===== src/rtl/pqh_pkg.sv =====
// Shared types, constants and elaboration-time functions for the PQ to scRGB half converter.
// The decode table builder here is evaluated only when the ROM is elaborated.
// No dependencies.
package pqh_pkg;

   localparam int LinearFracBitsDefault = 16;
   localparam int PixelWidth = 64;
   localparam int CodeWidth = 10;
   localparam int RomDepth = 1 << CodeWidth;
   localparam int RomWordWidth = 32;
   localparam int HalfWidth = 16;
   localparam int CoefWidth = 18;
   localparam int NumChannels = 3;

   localparam logic [HalfWidth-1:0] HalfOne = 16'h3C00;
   localparam logic [HalfWidth-2:0] HalfInfBits = 15'h7C00;

   localparam logic [63:0] Q32One = 64'h1_0000_0000;

   // BT.2020 to BT.709 matrix, signed Q16, row per output channel.
   localparam logic signed [CoefWidth-1:0] MatCoef [NumChannels][NumChannels] = '{
      '{ 18'sd108822, -18'sd38512, -18'sd4774 },
      '{ -18'sd8163, 18'sd74246, -18'sd547 },
      '{ -18'sd1190, -18'sd6592, 18'sd73317 }
   };

   typedef logic [RomWordWidth-1:0] pqh_rom_table_type [RomDepth];

   function automatic logic [63:0] pqh_isqrt(input logic [63:0] v_in);
      logic [63:0] v;
      logic [63:0] res;
      logic [63:0] bv;
      v = v_in;
      res = '0;
      bv = 64'h1 << 62;
      for (int i = 0; i < 32; i++) begin
         if (bv > v) begin
            bv = bv >> 2;
         end
      end
      for (int i = 0; i < 32; i++) begin
         if (bv != '0) begin
            if (v >= res + bv) begin
               v = v - (res + bv);
               res = (res >> 1) + bv;
            end else begin
               res = res >> 1;
            end
            bv = bv >> 2;
         end
      end
      return res;
   endfunction

   // log2 of an integer, Q32 result.
   function automatic logic [63:0] pqh_log2(input logic [63:0] v);
      int k;
      logic [63:0] m;
      logic [63:0] res;
      k = 0;
      for (int i = 0; i < 64; i++) begin
         if (v[i]) begin
            k = i;
         end
      end
      if (k >= 31) begin
         m = v >> (k - 31);
      end else begin
         m = v << (31 - k);
      end
      res = 64'(k) << 32;
      for (int b = 31; b >= 0; b--) begin
         m = (m * m) >> 31;
         if (m >= Q32One) begin
            res[b] = 1'b1;
            m = m >> 1;
         end
      end
      return res;
   endfunction

   // 2 to the power of minus e, with e and the result in Q32.
   function automatic logic [63:0] pqh_exp2neg(input logic [63:0] e);
      logic [63:0] ipart;
      logic [63:0] y;
      ipart = e >> 32;
      y = Q32One;
      for (int j = 0; j < 32; j++) begin
         if (e[j]) begin
            y = y >> 1;
         end
         if (y < Q32One) begin
            y = pqh_isqrt(y << 32);
         end
      end
      if (ipart >= 64) begin
         return '0;
      end
      return y >> ipart;
   endfunction

   // Restoring division, one quotient bit per step.
   function automatic logic [63:0] pqh_udiv(input logic [63:0] n, input logic [63:0] d);
      logic [64:0] rem;
      logic [63:0] q;
      rem = '0;
      q = '0;
      for (int i = 63; i >= 0; i--) begin
         rem = {rem[63:0], n[i]};
         if (rem >= {1'b0, d}) begin
            rem = rem - {1'b0, d};
            q[i] = 1'b1;
         end
      end
      return q;
   endfunction

   function automatic logic [RomWordWidth-1:0] pqh_entry(input logic [CodeWidth-1:0] code,
                                                        input int frac_bits);
      logic [63:0] lc;
      logic [63:0] lt;
      logic [63:0] neg;
      logic [63:0] p;
      logic [63:0] num;
      logic [63:0] den;
      logic [63:0] r;
      logic [63:0] neg2;
      logic [63:0] y;
      logic [63:0] c1;
      c1 = 64'd3424 << 20;
      if (code == '0) begin
         return '0;
      end
      lc = pqh_log2(64'(code));
      lt = pqh_log2(64'd1023);
      neg = (lc >= lt) ? 64'd0 : lt - lc;
      p = pqh_exp2neg((neg * 32 + 64'd1261) / 2523);
      if (p <= c1) begin
         return '0;
      end
      num = p - c1;
      den = (64'd2413 << 25) - ((64'd2392 * p) >> 7);
      r = pqh_udiv(num << 32, den);
      if (r == '0) begin
         return '0;
      end
      if (r > Q32One) begin
         r = Q32One;
      end
      neg2 = (64'd32 << 32) - pqh_log2(r);
      y = pqh_exp2neg((neg2 * 16384 + 64'd1305) / 2610);
      return RomWordWidth'((64'd125 * y + (64'h1 << (31 - frac_bits))) >> (32 - frac_bits));
   endfunction

   function automatic pqh_rom_table_type pqh_build_rom(input int frac_bits);
      pqh_rom_table_type t;
      for (int code = 0; code < RomDepth; code++) begin
         t[code] = pqh_entry(CodeWidth'(code), frac_bits);
      end
      return t;
   endfunction

endpackage


===== src/rtl/pqh_to_half.sv =====
// Signed fixed-point to IEEE half conversion, round to nearest even.
// One register stage holds magnitude and leading-one position; rounding follows it.
module pqh_to_half import pqh_pkg::*; #(
   parameter int LINEAR_FRAC_BITS = LinearFracBitsDefault
) (
   input  logic                         clock,
   input  logic                         load,
   input  logic signed [LINEAR_FRAC_BITS+27:0] acc,
   output logic [HalfWidth-1:0]         half
);

   localparam int AccWidth = LINEAR_FRAC_BITS + 28;
   localparam int Scale = LINEAR_FRAC_BITS + 16;
   localparam int TopWidth = $clog2(AccWidth);
   localparam int ExpWidth = TopWidth + 1;

   logic [AccWidth-1:0] mag_in;
   logic [TopWidth-1:0] top_in;
   logic                sign_ff;
   logic [AccWidth-1:0] mag_ff;
   logic [TopWidth-1:0] top_ff;

   logic                subnormal;
   logic [TopWidth-1:0] shift;
   logic [AccWidth-1:0] quot;
   logic [AccWidth-1:0] low_mask;
   logic                guard;
   logic                sticky;
   logic                round_up;
   logic [11:0]         rounded;
   logic [ExpWidth-1:0] exponent;
   logic [HalfWidth-2:0] bits;

   always_comb begin
      mag_in = acc[AccWidth-1] ? AccWidth'(-acc) : AccWidth'(acc);
      top_in = '0;
      for (int i = 0; i < AccWidth; i++) begin
         if (mag_in[i]) begin
            top_in = TopWidth'(i);
         end
      end
   end

   always_ff @(posedge clock) begin
      if (load) begin
         sign_ff <= acc[AccWidth-1];
         mag_ff <= mag_in;
         top_ff <= top_in;
      end
   end

   // Values below the smallest normal half keep a fixed scale; a zero lands here too.
   always_comb begin
      subnormal = top_ff < TopWidth'(Scale - 14);
      shift = subnormal ? TopWidth'(Scale - 24) : top_ff - TopWidth'(10);
      quot = mag_ff >> shift;
      low_mask = (AccWidth'(1) << (shift - TopWidth'(1))) - AccWidth'(1);
      guard = mag_ff[shift - TopWidth'(1)];
      sticky = |(mag_ff & low_mask);
      round_up = guard && (sticky || quot[0]);
      rounded = quot[11:0] + 12'(round_up);
      exponent = ExpWidth'(top_ff) - ExpWidth'(Scale - 15) + ExpWidth'(rounded[11]);
      if (subnormal) begin
         bits = (HalfWidth-1)'(rounded);
      end else if (exponent >= ExpWidth'(31)) begin
         bits = HalfInfBits;
      end else begin
         bits = {exponent[4:0], rounded[11] ? 10'd0 : rounded[9:0]};
      end
      half = {sign_ff, bits};
   end

endmodule

===== config.mk =====
export PLATFORM = sky130hd
export DESIGN_NAME = pqh_to_half
export DESIGN_NICKNAME = d
export VERILOG_FILES = /design/src/rtl/pqh_pkg.sv /design/src/rtl/pqh_to_half.sv
export SDC_FILE = /design/constraint.sdc
export NUM_CORES = 1
export LEC_CHECK = 0
export BUFFER_PORTS_ARGS = -buffer_cell sky130_fd_sc_hd__buf_4
export CAP_MARGIN = 10
export CELL_PAD_IN_SITES_DETAIL_PLACEMENT = 1
export CELL_PAD_IN_SITES_GLOBAL_PLACEMENT = 1
export CORE_MARGIN = 5
export CORE_UTILIZATION = 43
export DETAILED_ROUTE_END_ITERATION = 7
export GPL_ROUTABILITY_DRIVEN = 1
export PLACE_DENSITY = 0.81
export SYNTH_ARGS = -nofsm -noshare
export SYNTH_HDL_FRONTEND = slang
export SYNTH_SLANG_ARGS = --single-unit

===== constraint.sdc =====
create_clock -name clock -period 5.9 [get_ports clock]
set_input_delay 0.295 -clock clock [delete_from_list [all_inputs] [get_ports clock]]
set_output_delay 0.295 -clock clock [all_outputs]
set_load 0.02 [all_outputs]

==> metrics.md, run 1 <==
| Metric | Value |
|---|---|
| Worst Path Buf+Inv | 3 |
| Synthesis warning total | 0 |
| Cts hold-fix bufs | 0 |
| Combinational power share | 0.691 |
| Most frequent cells in the layout | buf_4 (140), nand3_1 (104), nand2_1 (84) |
| Outcome | finished clean |
| Final WS setup | around 0.075 ns |
| Largest family of logic cells by synthesized area | compound AO/OA/AOI/OAI gates |
| Switch share | 0.534 |
| Synth Instances | roughly 1100 |
| Critical Path RT | 5.61 ns |
| Die area | ~24000 um2 |
| Multi-input gate area | approximately 7000 um2 |
| Post-synth EDFFs | 51 |
| Psw | between 1.5 and 2 mW |
| # placed instances | between 1000 and 1500 |
| XOR/XNOR share of the synthesized area | 0.0718 |
| Hold slack final | between 0.2 and 0.25 ns |
| Worst Tran Pin Value | between 1 and 1.5 ns |
| WHS Endpoint | mag_ff[0] |
| Hold WC Path Type | in2reg |
| Slowest stage delay, CP | 0.59 ns |
| Vias | about 11000 |
| # H-tree levels | 2 |
| Die H | between 150 and 200 um |
| WL/cell | 30.6 um |
| Pwr/cell area | approximately 280 nW/um2 |
| Die Wd | 153 um |
| Crit-path leading delay family | simple AND/OR/NAND/NOR gates |
| Filler Cell Count | between 2000 and 2500 |
| # diodes | 0 |
| Share of post-route cells with drive strength above 1 | 0.215 |
| Max Root-Sink Buffers | 2 |
| Post-DP HPWL | around 34000 um |
| Final wirelength | 45500 um |
| DP Area | slightly below 10000 um2 |
| Hold_sp | acc[0] |
| 1st-iter DRT viols | between 1000 and 1500 |
| Share of flip-flops with an asynchronous set or reset | 0 |
| CTS Buf Count | 5 |
| Rows | 52 |
| # DRC | 0 |
| GPL Wtd Cong | 1.03 |
| Sequential group share of total power | 0.196 |
| Slowest CP cell | or4_4 |
| Syn_area_per_cell | approximately 7.7 um2 |
| Slew headroom | 0.296 |
| Worst Setup Start Kind | flip-flop |
| Syn Nets | 1205 |
| Mux cell area share after synthesis | 0.0728 |
| Area growth syn-to-layout | 16.6% |
| # IOs | 62 |
| Vias in the first global route | between 10000 and 15000 |
| Synthesized cell area | approximately 9000 um2 |
| CP Capture Type | output pin |
| Root buf cell | clkbuf_16 |
| Critical-path cell list | buf_12 -> or4_4 -> nand2_8 -> ha_1 -> nand2_1 -> nor4_4 -> xnor2_2 -> nor3_4 -> nand3_1 -> ha_1 -> o21a_1 -> o21ai_2 -> nor2_1 -> a2111oi_2 -> o211ai_1 -> nor4_1 -> buf_4 -> a311oi_2 -> buf_4 |
| First-pass iteration count of the detailed router | 8 |
| Grt total ovfl | 0 |
| Endpoints failing hold | 0 |
| Flip-flop and latch count after synthesis | slightly above 50 |
| CP Data Arrival Time | around 5.5 ns |
| Setup WS pre-CTS | around 0.12 ns |
| Drt via density | about 7.4 |
| Max-capacitance violation count | 0 |
| Final period utilization | 0.987 |
| Tot GR Track Use | 0.362 |
| Worst Hold Path Cells | 1 |
| Synth cell types | 95 |
| Setup TNS | 0 ns |
| Final setup viols | 0 |
| FMAX | around 0.17 GHz |
| Max FO, Critical Path | 40 |
| Cell area after layout | 10300 um2 |
| Simple-Gate Fraction of Synth Area | 0.275 |
| CTS tree | built |
| Total Nets Final | around 1300 |
| Initial antenna violation count | 0 |
| Design Power | roughly 2.9 mW |
| Commonest non-fill, non-tap cell in the layout | buf_4 |
| Register area | roughly 1500 um2 |
| Clk network pwr share | 0.113 |
| Clock slew at reported path FFs | roughly 0.080 ns |
| First-pass GRT wire length | ~67000 um |
| Input/output buffers | ~60 |
| Adder-cell area share of the yosys netlist | 0.0155 |
| Sink Count | roughly 50 |
| Static leakage | 3.58 nW |
| Critical path depth | 19 |
| Synth Area in Compound Gates | 0.328 |
| Fin cells | roughly 1500 |
| Int Pwr | 1.33 mW |
| Top_reg_cell synth | edfxtp_1 |
| Starting Density | 0.437 |
| CP Class | reg2out |
| Sequential fraction of the synthesis area | 0.173 |
| Post-route ant nets | 0 |
| Largest net degree at the start of global routing | 52 |
| Total core area | between 20000 and 25000 um2 |
| Maximum VDD drop | between 100 and 150 uV |
| Max Slew Vio Count | 0 |
| Util after Layout | 0.510 |
| Final Critical Period | 5.82 ns |
## worst max path at each step
| stage | from | endpoint |
|---|---|---|
| floorplan | top_ff[1] | half[0] |
| global placement | top_ff[5] | half[0] |
| detailed placement | top_ff[5] | half[0] |
| CTS | top_ff[5] | half[0] |
| global route | top_ff[2] | half[0] |
| finish | top_ff[5] | half[0] |
## final cells by class
| cell class | instances | share of cell area |
|---|---|---|
| sequential | 51 | 0.148 |
| multi-input combinational | 977 | 0.679 |
| timing repair buffer | 146 | 0.110 |
| inverter | 37 | 0.0139 |
| tap | 270 | 0.0327 |
| clock inverter | 3 | 0.00327 |
| clock buffer | 5 | 0.0121 |
## logic make-up after synthesis
kind of cell / Yosys count
DFF: 51
AOI/OAI and AO/OA: 403
muxes: 40
xor gates and xnor gates: 70
buffers and inverters: 121
and+or+nand+nor: 452
adders and majority gates: 11
## metal layers
metal	vias up	track usage	part of all wire
met5	-	0	0
met4	0	0.160	0.056
met3	183	0.0687	0.11
met2	775	0.565	0.44
met1	5325	0.488	0.39
li1	4675	-	-
## synth_stat cells (all sizes together), types with 10 or more instances
cell type | instances | area (um2)
a211oi | 18 | 135
nor3 | 28 | 171
mux2i | 13 | 130
and3 | 18 | 113
xor2 | 17 | 149
edfxtp | 51 | 1530
inv | 37 | 141
nand2 | 87 | 339
o21ai | 76 | 395
nor4 | 16 | 143
nand2b | 18 | 120
a21oi | 56 | 280
mux4 | 18 | 413
nor2 | 77 | 292
or2 | 13 | 83.8
o2111ai | 16 | 140
ha | 11 | 138
nor2b | 14 | 87.6
or3 | 18 | 128
a31oi | 13 | 96.3
o31ai | 23 | 178
nand3 | 106 | 531
clkbuf | 42 | 158
xnor2 | 53 | 487
nand4 | 23 | 144
o21a | 10 | 75.1
o211ai | 71 | 533
buf | 42 | 268
## state kept, by name (all words and copies together), names as in the netlist
| name | count |
|---|---|
| mag_ff | 44 |
| sign_ff | 1 |
| top_ff | 6 |
## what timing repair did
action,4_1_cts,5_1_grt
cloned,0,1
setup endpoints to repair,11,13
setup buffers,1,14
pin swaps,2,12
gates resized for setup,16,33
## power groups by stage
stage	sequential (mW)	combinational, mW	clock, mW
after floorplan	0.488	1.16	0
after global placement	0.560	1.77	0
after detailed placement	0.557	1.78	0
after CTS	0.549	1.81	0.325
after global routing	0.553	2.06	0.339
final	0.561	1.98	0.323
Note: power is estimated with default switching activity, not from simulation.
==> run 2, diff against run 1 <==
- CTS_BUF_LIST: unset -> sky130_fd_sc_hd__clkbuf_4 sky130_fd_sc_hd__clkbuf_8
- clock period: 5.9 -> 4.84 ns (I/O delays scaled with it)
==> run 2 against run 1 <==
The flow now finishes with violations (negative setup slack). Worst setup slack worse by 0.78 ns. Utilization up 8.5 points. Sequential power up 16%. Clock power down 23%. Sequential share of layout area down 2.1 points. Critical path type unchanged.
==> metrics.md, run 2 (synthesized netlist as in run 1, its figures left out) <==
| Metric | Value |
|---|---|
| Post-DP HPWL | 38500 um (was 33900 um) |
| Final Critical Period | around 5.5 ns |
| Fin cells | 1674 (was 1489) |
| Hold slack final | 0.136 ns (was 0.202 ns) |
| Die Wd | 153 um (unchanged) |
| Setup TNS | -8.78 ns (was 0 ns) |
| Maximum VDD drop | 164 uV (was 140 uV) |
| WHS Endpoint | mag_ff[0] (unchanged) |
| # DRC | 0 (unchanged) |
| Sequential group share of total power | 0.164 (was 0.196) |
| Sink Count | 51 (unchanged) |
| Critical Path RT | 4.60 ns (was 5.61 ns) |
| FMAX | 0.180 GHz |
| Largest net degree at the start of global routing | 52 (unchanged) |
| Failing checks | negative setup slack |
| Hold_sp | acc[0] (unchanged) |
| Drt via density | 7.27 (was 7.36) |
| Die area | 23600 um2 (unchanged) |
| Filler Cell Count | 2491 (unchanged) |
| Initial antenna violation count | 2 (was 0) |
| Grt total ovfl | 0 (unchanged) |
| Max FO, Critical Path | 16 (was 40) |
| Cell area after layout | 12000 um2 (was 10300 um2) |
| Starting Density | 0.437 (unchanged) |
| Worst Hold Path Cells | 1 (unchanged) |
| Die H | 153 um (unchanged) |
| CP Data Arrival Time | 5.31 ns (was 5.53 ns) |
| Max reg flops | 44 (unchanged) |
| WL/cell | 29.6 um (was 30.6 um) |
| Final WS setup | -0.710 ns (was 0.0752 ns) |
| RSZ-0062 raised after global routing | true |
| Int Pwr | 1.94 mW (was 1.33 mW) |
| Slew headroom | 0.414 (was 0.296) |
| CTS tree | built (unchanged) |
| Top Registers | mag_ff: 44 flops, top_ff: 6 flops, sign_ff: 1 flops (unchanged) |
| Final setup viols | 15 (was 0) |
| Max Root-Sink Buffers | 2 (unchanged) |
| Clock slew at reported path FFs | 0.10 ns (was 0.08 ns) |
| CTS Buf Count | 5 (unchanged) |
| Total Nets Final | 1459 (was 1275) |
| 1st-iter DRT viols | 1577 (was 1419) |
| Setup WS pre-CTS | -0.437 ns (was 0.120 ns) |
| Max Slew Vio Count | 0 (unchanged) |
| Final period utilization | 1.15 |
| Share of post-route cells with drive strength above 1 | 0.341 (was 0.215) |
| # IOs | 62 (unchanged) |
| First-pass GRT wire length | 72900 um (was 66600 um) |
| Switch share | 0.510 (was 0.534) |
| Vias | 12165 (was 10958) |
| # H-tree levels | 2 (unchanged) |
| Pwr/cell area | 330 nW/um2 (was 277 nW/um2) |
| First-pass iteration count of the detailed router | 8 (unchanged) |
| Max-capacitance violation count | 0 (unchanged) |
| CP Class | reg2out (unchanged) |
| Area growth syn-to-layout | 36.1% (was 16.6%) |
| Total core area | 20200 um2 (unchanged) |
| # placed instances | 1643 (was 1465) |
| Static leakage | 4.55 nW (was 3.58 nW) |
| Final wirelength | 49600 um (was 45500 um) |
| CP Capture Type | output pin (unchanged) |
| Endpoints failing hold | 0 (unchanged) |
| Multi-input gate area | 7240 um2 (was 7010 um2) |
| Most frequent cells in the layout | buf_4 (303), nand3_1 (105), nand2_1 (80) (was buf_4 (140), nand3_1 (104), nand2_1 (84)) |
| Clk network pwr share | 0.063 (was 0.113) |
| Outcome | finished with violations (was finished clean) |
| Psw | 2.03 mW (was 1.53 mW) |
| Post-route ant nets | 0 (unchanged) |
| Commonest non-fill, non-tap cell in the layout | buf_4 (unchanged) |
| Register area | 1530 um2 (unchanged) |
| Hold WC Path Type | in2reg (unchanged) |
| Design Power | 3.97 mW (was 2.86 mW) |
| Worst Setup Start Kind | flip-flop (unchanged) |
| Util after Layout | 0.595 (was 0.510) |
| Rows | 52 (unchanged) |
| Tot GR Track Use | 0.393 (was 0.362) |
| Root buf cell | clkbuf_8 (was clkbuf_16) |
| Vias in the first global route | 12064 (was 10673) |
| GPL Wtd Cong | 1.11 (was 1.03) |
| Worst Tran Pin Value | 0.879 ns (was 1.06 ns) |
| DP Area | 11400 um2 (was 9780 um2) |
| Cts hold-fix bufs | 0 (unchanged) |
| Input/output buffers | 61 (unchanged) |
| Combinational power share | 0.773 (was 0.691) |
| Biggest register | mag_ff (unchanged) |
run 2: power groups by stage:
stage	clock (mW)	sequential (mW)	combinational (mW)
after floorplan	0	0.595	1.48
final	0.249	0.652	3.07
after CTS	0.249	0.639	2.82
after detailed placement	0	0.649	2.70
after global routing	0.270	0.646	3.18
after global placement	0	0.647	2.64
run 2: area by class of cell:
type | count | share of cell area
Antenna cell | 1 | 0.000208
Clock buffer | 6 | 0.00634
Clock inverter | 2 | 0.00104
Inverter | 37 | 0.0119
Multi-Input combinational cell | 976 | 0.601
Sequential cell | 51 | 0.127
Tap cell | 270 | 0.0280
Timing Repair Buffer | 331 | 0.225
run 2: worst max path at each step:
stage | start | cells past startpoint | slack [ns] | end
2_1_floorplan | top_ff[3] | 21 | -0.07 | half[0]
3_3_place_gp | top_ff[2] | 21 | -0.22 | half[2]
3_5_place_dp | top_ff[2] | 21 | -0.44 | half[9]
4_1_cts | top_ff[2] | 23 | -0.50 | half[9]
5_1_grt | top_ff[3] | 22 | -0.78 | half[3]
6_report | top_ff[2] | 24 | -0.71 | half[3]
run 2: repair_timing:
| item | in CTS | in global routing |
|---|---|---|
| buffers inserted | 12 | 10 |
| resized for setup | 32 | 47 |
| pin swaps | 16 | 25 |
| cloned | 1 | 0 |
| endpoints found under the setup margin | 15 | 15 |
run 2: critical path, stage by stage, from the launching register on:
cell	delay (ns)
edfxtp_1	0.43
buf_6	0.17
nor4_4	0.27
buf_4	0.20
buf_12	0.17
nor2_4	0.06
buf_12	0.18
buf_4	0.15
nor3_1	0.27
a32oi_1	0.14
a32o_1	0.30
o31ai_2	0.29
o211ai_1	0.14
buf_4	0.17
nor4_4	0.30
xnor2_2	0.17
ha_2	0.26
ha_4	0.23
nor3_4	0.23
nand2_2	0.12
a31oi_4	0.20
buf_6	0.17
buf_12	0.11
nor2_1	0.05
buf_4	0.16
run 2: per-layer routing:
metal,global-route usage,wire length [um],part of all wire
met1,0.488,17900,0.36
met2,0.607,21400,0.43
met3,0.113,6280,0.13
met4,0.234,4020,0.081
met5,0,19,0.00038
